[config.mk]
export PLATFORM = sky130hd
export DESIGN_NAME = receive_ring_fifo_top
export DESIGN_NICKNAME = d
export VERILOG_FILES = /design/src/hdl/rrf_pkg.sv /design/src/hdl/rrf_ram.sv /design/src/hdl/rrf_front.sv /design/src/hdl/rrf_back.sv /design/src/hdl/receive_ring_fifo_top.sv
export SDC_FILE = /design/constraint.sdc
export NUM_CORES = 2
export LEC_CHECK = 0
export BUFFER_PORTS_ARGS = -buffer_cell sky130_fd_sc_hd__buf_4
export CAP_MARGIN = 20
export CORE_ASPECT_RATIO = 1.25
export CORE_MARGIN = 2
export CORE_UTILIZATION = 57
export CTS_BUF_LIST = sky130_fd_sc_hd__clkbuf_16
export CTS_CLUSTER_DIAMETER = 80
export DETAILED_ROUTE_END_ITERATION = 7
export HOLD_SLACK_MARGIN = 0.1
export PLACE_DENSITY = 0.73
export SKIP_CTS_REPAIR_TIMING = 1
export SYNTH_ARGS = -nofsm -noshare
export SYNTH_HDL_FRONTEND = slang
export SYNTH_SLANG_ARGS = --single-unit
[constraint.sdc]
create_clock -name clk -period 10.05 [get_ports clk]
set_clock_uncertainty 0.05 [all_clocks]
set_input_delay 1.5075 -clock clk [delete_from_list [all_inputs] [get_ports clk]]
set_output_delay 1.5075 -clock clk [all_outputs]
set_load 0.1 [all_outputs]
[src/hdl/rrf_pkg.sv]
// ----------------------------------------------------------------------------
// rrf_pkg
// Shared types and codes for the receive ring FIFO.
// ----------------------------------------------------------------------------
package rrf_pkg;

  localparam int DEPTH_DEF     = 256;
  localparam int BURST_MAX_DEF = 64;

  localparam int MODE_W  = 3;
  localparam int BYTE_W  = 8;
  localparam int REQ_W   = 7;
  localparam int STAT_W  = 2;
  localparam int LEVEL_W = 9;

  localparam logic [MODE_W-1:0] MODE_PUSH  = 3'd0;
  localparam logic [MODE_W-1:0] MODE_POP   = 3'd1;
  localparam logic [MODE_W-1:0] MODE_BURST = 3'd2;
  localparam logic [MODE_W-1:0] MODE_FLUSH = 3'd3;
  localparam logic [MODE_W-1:0] MODE_QUERY = 3'd4;

  localparam logic [STAT_W-1:0] ST_OK    = 2'd0;
  localparam logic [STAT_W-1:0] ST_FULL  = 2'd1;
  localparam logic [STAT_W-1:0] ST_EMPTY = 2'd2;

  typedef enum logic [2:0] {
    OP_PUSH,
    OP_POP,
    OP_BURST,
    OP_FLUSH,
    OP_QUERY
  } op_t;

  typedef struct packed {
    op_t               op;
    logic [BYTE_W-1:0] rx_byte;
    logic [REQ_W-1:0]  req;      // already clamped to the burst limit
  } cmd_t;

endpackage

[src/hdl/rrf_ram.sv]
// ----------------------------------------------------------------------------
// rrf_ram
// Generic single-write, single-read RAM with registered read data.
// ----------------------------------------------------------------------------
module rrf_ram #(
  parameter int WIDTH = 8,
  parameter int DEPTH = 256
) (
  input  logic                     clk,
  input  logic                     we,
  input  logic [$clog2(DEPTH)-1:0] waddr,
  input  logic [WIDTH-1:0]         wdata,
  input  logic                     re,
  input  logic [$clog2(DEPTH)-1:0] raddr,
  output logic [WIDTH-1:0]         rdata
);

  logic [WIDTH-1:0] mem [DEPTH];

  always_ff @(posedge clk) begin
    if (we) begin
      mem[waddr] <= wdata;
    end
    if (re) begin
      rdata <= mem[raddr];
    end
  end

endmodule

[src/hdl/rrf_front.sv]
// ----------------------------------------------------------------------------
// rrf_front
// Input side: decodes the mode, clamps the burst request and queues the
// command in a two-entry queue toward the executor.
// ----------------------------------------------------------------------------
module rrf_front #(
  parameter int BURST_MAX = rrf_pkg::BURST_MAX_DEF
) (
  input  logic                       clk,
  input  logic                       rst_n,
  input  logic                       in_valid,
  output logic                       in_ready,
  input  logic [rrf_pkg::MODE_W-1:0] in_mode,
  input  logic [rrf_pkg::BYTE_W-1:0] in_rx_byte,
  input  logic [rrf_pkg::REQ_W-1:0]  in_read_count,
  output logic                       cmd_valid,
  input  logic                       cmd_ready,
  output rrf_pkg::cmd_t              cmd
);

  import rrf_pkg::*;

  cmd_t       dec;
  cmd_t       q_r [2];
  logic       q_wr_r, q_wr_nxt;
  logic       q_rd_r, q_rd_nxt;
  logic [1:0] q_cnt_r, q_cnt_nxt;
  logic       push, pop;

  always_comb begin
    dec.rx_byte = in_rx_byte;
    dec.req     = (in_read_count > REQ_W'(BURST_MAX)) ? REQ_W'(BURST_MAX) : in_read_count;
    unique case (in_mode)
      MODE_PUSH:  dec.op = OP_PUSH;
      MODE_POP:   dec.op = OP_POP;
      MODE_BURST: dec.op = OP_BURST;
      MODE_FLUSH: dec.op = OP_FLUSH;
      default:    dec.op = OP_QUERY;   // query and unused modes
    endcase
  end

  assign in_ready  = (q_cnt_r != 2'd2);
  assign cmd_valid = (q_cnt_r != 2'd0);
  assign cmd       = q_r[q_rd_r];
  assign push      = in_valid && in_ready;
  assign pop       = cmd_valid && cmd_ready;

  always_comb begin
    q_wr_nxt  = push ? ~q_wr_r : q_wr_r;
    q_rd_nxt  = pop ? ~q_rd_r : q_rd_r;
    q_cnt_nxt = q_cnt_r + {1'b0, push} - {1'b0, pop};
  end

  always_ff @(posedge clk) begin
    if (!rst_n) begin
      q_wr_r  <= 1'b0;
      q_rd_r  <= 1'b0;
      q_cnt_r <= 2'd0;
    end else begin
      q_wr_r  <= q_wr_nxt;
      q_rd_r  <= q_rd_nxt;
      q_cnt_r <= q_cnt_nxt;
    end
    if (push) begin
      q_r[q_wr_r] <= dec;
    end
  end

endmodule

[src/hdl/rrf_back.sv]
// ----------------------------------------------------------------------------
// rrf_back
// Executor: owns the pointers, fill count and byte store, runs one queued
// command at a time and holds each result beat in an output register.
// ----------------------------------------------------------------------------
module rrf_back #(
  parameter int DEPTH = rrf_pkg::DEPTH_DEF
) (
  input  logic                        clk,
  input  logic                        rst_n,
  input  logic                        cmd_valid,
  output logic                        cmd_ready,
  input  rrf_pkg::cmd_t               cmd,
  output logic                        out_valid,
  input  logic                        out_ready,
  output logic [rrf_pkg::BYTE_W-1:0]  out_data_byte,
  output logic                        out_byte_valid,
  output logic [rrf_pkg::REQ_W-1:0]   out_granted_count,
  output logic [rrf_pkg::STAT_W-1:0]  out_status,
  output logic [rrf_pkg::LEVEL_W-1:0] out_fill_level,
  output logic                        out_last
);

  import rrf_pkg::*;

  localparam int PW = $clog2(DEPTH);
  localparam int CW = $clog2(DEPTH + 1);
  localparam int GW = (CW > REQ_W) ? CW : REQ_W;

  typedef enum logic [1:0] {S_IDLE, S_RD, S_OUT} state_t;

  state_t            state_r, state_nxt;
  logic [CW-1:0]     cnt_r, cnt_nxt;
  logic [PW-1:0]     rp_r, rp_nxt;
  logic [PW-1:0]     wp_r, wp_nxt;
  logic [REQ_W-1:0]  rem_r, rem_nxt;
  logic [REQ_W-1:0]  grant_r, grant_nxt;
  logic              ovld_r, ovld_nxt;
  logic [BYTE_W-1:0] data_r, data_nxt;
  logic              bv_r, bv_nxt;
  logic [REQ_W-1:0]  gcnt_r, gcnt_nxt;
  logic [STAT_W-1:0] stat_r, stat_nxt;
  logic              last_r, last_nxt;

  logic              we, re;
  logic [BYTE_W-1:0] rdata;
  logic [GW-1:0]     cnt_g, req_g;
  logic [REQ_W-1:0]  grant;
  logic [CW+8:0]     lvl_ext;

  function automatic logic [PW-1:0] ptr_inc(input logic [PW-1:0] p);
    return (p == PW'(DEPTH - 1)) ? '0 : p + 1'b1;
  endfunction

  rrf_ram #(
    .WIDTH (BYTE_W),
    .DEPTH (DEPTH)
  ) u_store (
    .clk   (clk),
    .we    (we),
    .waddr (wp_r),
    .wdata (cmd.rx_byte),
    .re    (re),
    .raddr (rp_r),
    .rdata (rdata)
  );

  assign cnt_g = GW'(cnt_r);
  assign req_g = GW'(cmd.req);
  assign grant = (cnt_g < req_g) ? cnt_g[REQ_W-1:0] : cmd.req;

  always_comb begin
    state_nxt = state_r;
    cnt_nxt   = cnt_r;
    rp_nxt    = rp_r;
    wp_nxt    = wp_r;
    rem_nxt   = rem_r;
    grant_nxt = grant_r;
    ovld_nxt  = ovld_r;
    data_nxt  = data_r;
    bv_nxt    = bv_r;
    gcnt_nxt  = gcnt_r;
    stat_nxt  = stat_r;
    last_nxt  = last_r;
    we        = 1'b0;
    re        = 1'b0;
    cmd_ready = (state_r == S_IDLE);

    unique case (state_r)
      S_IDLE: begin
        if (cmd_valid) begin
          // single-beat answer by default
          data_nxt  = '0;
          bv_nxt    = 1'b0;
          gcnt_nxt  = '0;
          stat_nxt  = ST_OK;
          last_nxt  = 1'b1;
          ovld_nxt  = 1'b1;
          state_nxt = S_OUT;
          unique case (cmd.op)
            OP_PUSH: begin
              if (cnt_r < CW'(DEPTH)) begin
                we      = 1'b1;
                wp_nxt  = ptr_inc(wp_r);
                cnt_nxt = cnt_r + 1'b1;
              end else begin
                stat_nxt = ST_FULL;
              end
            end
            OP_POP: begin
              if (cnt_r == '0) begin
                stat_nxt = ST_EMPTY;
              end else begin
                re        = 1'b1;
                rp_nxt    = ptr_inc(rp_r);
                cnt_nxt   = cnt_r - 1'b1;
                grant_nxt = '0;
                rem_nxt   = '0;
                ovld_nxt  = 1'b0;
                state_nxt = S_RD;
              end
            end
            OP_BURST: begin
              if (cnt_r == '0) begin
                stat_nxt = ST_EMPTY;
              end else if (cmd.req != '0) begin
                re        = 1'b1;
                rp_nxt    = ptr_inc(rp_r);
                cnt_nxt   = cnt_r - CW'(grant);
                grant_nxt = grant;
                rem_nxt   = grant - 1'b1;
                ovld_nxt  = 1'b0;
                state_nxt = S_RD;
              end
            end
            OP_FLUSH: begin
              rp_nxt  = wp_r;
              cnt_nxt = '0;
            end
            default: ;   // query: report only
          endcase
        end
      end
      S_RD: begin
        data_nxt  = rdata;
        bv_nxt    = 1'b1;
        gcnt_nxt  = grant_r;
        stat_nxt  = ST_OK;
        last_nxt  = (rem_r == '0);
        ovld_nxt  = 1'b1;
        state_nxt = S_OUT;
      end
      S_OUT: begin
        if (out_ready) begin
          ovld_nxt = 1'b0;
          if (rem_r != '0) begin
            re        = 1'b1;
            rp_nxt    = ptr_inc(rp_r);
            rem_nxt   = rem_r - 1'b1;
            state_nxt = S_RD;
          end else begin
            state_nxt = S_IDLE;
          end
        end
      end
      default: state_nxt = S_IDLE;
    endcase
  end

  always_ff @(posedge clk) begin
    if (!rst_n) begin
      state_r <= S_IDLE;
      cnt_r   <= '0;
      rp_r    <= '0;
      wp_r    <= '0;
      rem_r   <= '0;
      grant_r <= '0;
      ovld_r  <= 1'b0;
    end else begin
      state_r <= state_nxt;
      cnt_r   <= cnt_nxt;
      rp_r    <= rp_nxt;
      wp_r    <= wp_nxt;
      rem_r   <= rem_nxt;
      grant_r <= grant_nxt;
      ovld_r  <= ovld_nxt;
    end
    data_r <= data_nxt;
    bv_r   <= bv_nxt;
    gcnt_r <= gcnt_nxt;
    stat_r <= stat_nxt;
    last_r <= last_nxt;
  end

  // count is stable for every beat of a command and already final
  assign lvl_ext = {9'b0, cnt_r};

  assign out_valid         = ovld_r;
  assign out_data_byte     = data_r;
  assign out_byte_valid    = bv_r;
  assign out_granted_count = gcnt_r;
  assign out_status        = stat_r;
  assign out_fill_level    = lvl_ext[LEVEL_W-1:0];
  assign out_last          = last_r;

endmodule

[src/hdl/receive_ring_fifo_top.sv]
// ----------------------------------------------------------------------------
// receive_ring_fifo_top
// Byte ring FIFO for received data: push (drop when full), pop, burst read,
// flush and level query.
//
//   channel  | ports                                        | direction
//   ---------+----------------------------------------------+----------
//   command  | in_valid/in_ready, mode, rx_byte, read_count | in
//   result   | out_valid/out_ready, data_byte, byte_valid,  | out
//            | granted_count, status, fill_level, last      |
//
// In the executor, push, flush, query and any command that moves no byte
// go straight to the output register; a pop or a burst reads each byte from
// the registered store port and then presents it, one byte at a time. A
// two-entry command queue lets the input side keep taking beats, until it is
// full, while a result waits on out_ready.
// Reset clears pointers, count and control; the byte store is not cleared.
// ----------------------------------------------------------------------------
module receive_ring_fifo_top #(
  parameter int DEPTH     = rrf_pkg::DEPTH_DEF,
  parameter int BURST_MAX = rrf_pkg::BURST_MAX_DEF
) (
  input  logic                        clk,
  input  logic                        rst_n,
  input  logic                        in_valid,
  output logic                        in_ready,
  input  logic [rrf_pkg::MODE_W-1:0]  in_mode,
  input  logic [rrf_pkg::BYTE_W-1:0]  in_rx_byte,
  input  logic [rrf_pkg::REQ_W-1:0]   in_read_count,
  output logic                        out_valid,
  input  logic                        out_ready,
  output logic [rrf_pkg::BYTE_W-1:0]  out_data_byte,
  output logic                        out_byte_valid,
  output logic [rrf_pkg::REQ_W-1:0]   out_granted_count,
  output logic [rrf_pkg::STAT_W-1:0]  out_status,
  output logic [rrf_pkg::LEVEL_W-1:0] out_fill_level,
  output logic                        out_last
);

  import rrf_pkg::*;

  logic cmd_valid;
  logic cmd_ready;
  cmd_t cmd;

  rrf_front #(
    .BURST_MAX (BURST_MAX)
  ) u_front (
    .clk           (clk),
    .rst_n         (rst_n),
    .in_valid      (in_valid),
    .in_ready      (in_ready),
    .in_mode       (in_mode),
    .in_rx_byte    (in_rx_byte),
    .in_read_count (in_read_count),
    .cmd_valid     (cmd_valid),
    .cmd_ready     (cmd_ready),
    .cmd           (cmd)
  );

  rrf_back #(
    .DEPTH (DEPTH)
  ) u_back (
    .clk               (clk),
    .rst_n             (rst_n),
    .cmd_valid         (cmd_valid),
    .cmd_ready         (cmd_ready),
    .cmd               (cmd),
    .out_valid         (out_valid),
    .out_ready         (out_ready),
    .out_data_byte     (out_data_byte),
    .out_byte_valid    (out_byte_valid),
    .out_granted_count (out_granted_count),
    .out_status        (out_status),
    .out_fill_level    (out_fill_level),
    .out_last          (out_last)
  );

endmodule

==> impl_metrics.py <==
metrics = {
    "outcome": {
        "outcome": "finished clean",
    },
    "synth": {
        "synth_warnings": 0,
        "synth_top_family_by_area": "multiplexers",
        "synth_cell_types": 86,
        "synth_top_area_frac": 0.737,
        "synth-compound-area-share": 0.0413,
        "netlist_top_cells_count": "edfxtp_1, nor2_1, mux4_2, mux2i_1, clkbuf_1",
        "yosysTopAreaCell": "edfxtp_1",
        "yosys.area_share.simple": 0.0447,
        "synth.area.top_cells": "edfxtp_1, mux4_2, mux2i_1",
        "syn_nets": 4640,
        "synth_edf_count": 2111,
        "synth_xor_area_frac": 0.00193,
        "synth.most_common_cell": "edfxtp_1",
        "syn_area_per_cell_um2": 18.7,
        "synth_adder_area_share": 0.00416,
        "synthCells": 4590,
        "synthesis.area_um2": 86000,
        "synth-main-ff-cell": "edfxtp_1",
        "async_flop_share": 0,
        "synthMuxAreaShare": 0.139,
        "synth-seq-cells": 2158,
        "seq_area_frac_synth": 0.748,
    },
    "die": {
        "fp.dieH_um": 438,
        "coreArea_um2": 150000,
        "die_w_um": 351,
        "die_area_um2": 154000,
        "io_pins": 52,
        "initial_core_util": 0.573,
        "num_rows": 159,
    },
    "global_routing": {
        "grt_max_degree": 148,
        "grt_pass1_wl_mm": 315,
        "grt-ovfl-total": 0,
        "antenna_found_initial": 14,
        "grt_pass1_vias": 45000,
        "grt_usage": 0.286,
    },
    "layout": {
        "area_growth_pct": 9.67,
        "nNetsFinal": 4677,
        "n_fill_cell": 10200,
        "drive_gt1_frac": 0.173,
    },
    "timing": {
        "tightestPinTransition_ns": 1.26,
        "setup_viol": 0,
        "hold_violations": 0,
        "finalCritPeriodShare": 0.514,
        "max_freq_ghz": 0.193,
        "period_minus_slack_ns": 5.17,
        "setup_ws_ns": 4.88,
        "finalSetupTns_ns": 0,
        "relSlewSlack": 0.157,
        "slew_violations": 0,
        "rsz0062_at_grt": "false",
    },
    "detailed_routing": {
        "drt_iter0_drc": 5905,
        "first_pass_iters": 6,
        "drcViolationCount": 0,
        "wl_per_cell_um": 32.3,
        "totalWireLength_mm": 220,
        "viasPerCell": 6.66,
        "num_vias": 45300,
        "ant_nets": 0,
    },
    "cts": {
        "path_clk_slew_ns": 0.07,
        "clock_sinks": 2158,
        "clock_tree.root_cell": "clkbuf_16",
        "clockBufferDepth": 3,
        "cts_buffers": 193,
        "cts_tree": "yes",
        "insertion_delay_ns": 0.85,
        "htreeDepth": 4,
    },
    "power_and_ir_drop": {
        "ir_drop_v": 0.000318,
        "leakage_nw": 28.5,
        "power.density_nw_per_um2": 246,
    },
    "placement": {
        "hpwl_mm": 135,
        "gp_congestion": 0.945,
        "dp_slack_ns": 4.90,
        "io_buffers": 51,
    },
    "setup_path": {
        "critical_path_buf_inv_count": 2,
        "critical-path-top-delay-family": "compound AO/OA/AOI/OAI gates",
        "cp_max_fo": 28,
        "cp-end-kind": "register",
        "max_stage_delay_ns": 0.49,
        "r2r_slack_ns": 4.88,
        "worstPathRequired_ns": 10.78,
        "arrival_ns": 5.90,
        "cp.depth": 19,
        "cp_common_cell": "nand2_1",
        "startpoint_type": "register",
        "crit_chain": "buf_4 -> mux2_2 -> inv_1 -> ha_1 -> a21o_1 -> a21o_1 -> a211oi_1 -> nand2_1 -> mux2i_1 -> nand2_1 -> nand2_1 -> ha_1 -> nor2b_1 -> o21ai_0 -> a21boi_0 -> o21a_1 -> o41a_1 -> or4_1 -> nand4_1",
        "path_class": "reg2reg",
        "crit_path_end": "u_back.out_fill_level[8]",
        "worst_path_max_delay_cell": "or4_1",
        "r2r_cells": 19,
        "r2r-end": "u_back.out_fill_level[8]",
    },
    "min_path": {
        "hp-class": "reg2reg",
    },
    "job": {
        "drv_cap": 0,
    },
}
## sequential cells by signal (all words and copies together) (netlist names), 2 cells and up, named ones only
name and flops:
u_back.u_store.mem 2048, u_front.q_r 36, u_back.out_fill_level 9, u_back.out_data_byte 8, u_back.rp_r 8, u_back.u_store.rdata 8, u_back.wp_r 8, u_back.grant_r 7
u_back.out_granted_count 7, u_back.rem_r 7, u_back.out_status 2, u_back.state_r 2, u_front.q_cnt_r 2
## metrics by stage
| stage | cells | instance area [um^2] | total power [mW] | utilization | hold slack, ns |
|---|---|---|---|---|---|
| after floorplan | 4590 | 86000 | 14.9 | - | 0.377 |
| after global placement | 6438 | 88100 | 16.1 | 0.587 | 0.387 |
| after detailed placement | 6438 | 88100 | 16.2 | 0.587 | 0.390 |
| after CTS | 6787 | 94200 | 23.3 | 0.628 | 0.399 |
| after global routing | 6794 | 94300 | 23.9 | 0.629 | 0.421 |
| final | 6795 | 94300 | 23.2 | 0.629 | 0.398 |
## power by group
part / internal [mW] / leakage [nW] / switching [mW]
Combinational: 1.67 / 6.03 / 3.29
Sequential: 10.9 / 19.4 / 0.140
Clock: 3.93 / 3.13 / 3.26
Total: 16.5 / 28.5 / 6.69
## metal layers
layer | vias to the layer above | global-route usage | wire [um]
li1 | 18800 | - | -
met1 | 23300 | 0.361 | 76000
met2 | 2597 | 0.462 | 107000
met3 | 641 | 0.0635 | 21500
met4 | 19 | 0.161 | 14500
met5 | - | 0 | 127
## layout by cell type, fill, tap and decap left out, drive strengths merged, types with 68 or more instances in the layout
cell type / synthesis / routed
buf: 144 / 120
nand2: 127 / 127
inv: 29 / 74
nor3: 114 / 114
a21oi: 100 / 100
mux4: 366 / 366
o22ai: 85 / 85
clkinv: 1 / 86
o21ai: 68 / 68
edfxtp: 2111 / 2111
o221ai: 113 / 113
nor2: 370 / 370
clkbuf: 136 / 196
mux2i: 355 / 355
## tightest hold or removal path, stage by stage, from the launching register on
cell and delay [ns]:
dfxtp_1 0.30, nand2_1 0.05, a21oi_1 0.05
## kinds of logic (layout without fill, tap and decap cells)
kind of cell    Yosys count  after routing
xor+xnor                 19             19
compound gates          504            504
other cells               0              2
flops                  2158           2158
simple gates            833            833
mux                     738            738
fa+ha+maj                28             28
buf+inv                 310            501
## cell type report
| cell class | count | area (um^2) | share of cell area |
|---|---|---|---|
| Sequential cell | 2158 | 64300 | 0.682 |
| Multi-Input combinational cell | 2122 | 20200 | 0.214 |
| Clock buffer | 194 | 4850 | 0.0515 |
| Tap cell | 2012 | 2520 | 0.0267 |
| Clock inverter | 155 | 1280 | 0.0136 |
| Timing Repair Buffer | 122 | 1040 | 0.0110 |
| Inverter | 30 | 116 | 0.00123 |
| Antenna cell | 2 | 5.00 | 0.0000531 |
## how the worst min path moves through the flow
| stage | from | endpoint | slack (ns) | cells after the start |
|---|---|---|---|---|
| CTS | u_back.grant_r[4] | u_back.grant_r[4] | 0.40 | 2 |
| detailed placement | u_back.grant_r[4] | u_back.grant_r[4] | 0.39 | 2 |
| floorplan | u_back.grant_r[5] | u_back.grant_r[5] | 0.38 | 2 |
| global route | u_back.grant_r[4] | u_back.grant_r[4] | 0.42 | 2 |
| global placement | u_back.grant_r[5] | u_back.grant_r[5] | 0.39 | 2 |
| finish | u_back.grant_r[4] | u_back.grant_r[4] | 0.40 | 2 |
Note: power is estimated with default switching activity, not from simulation.
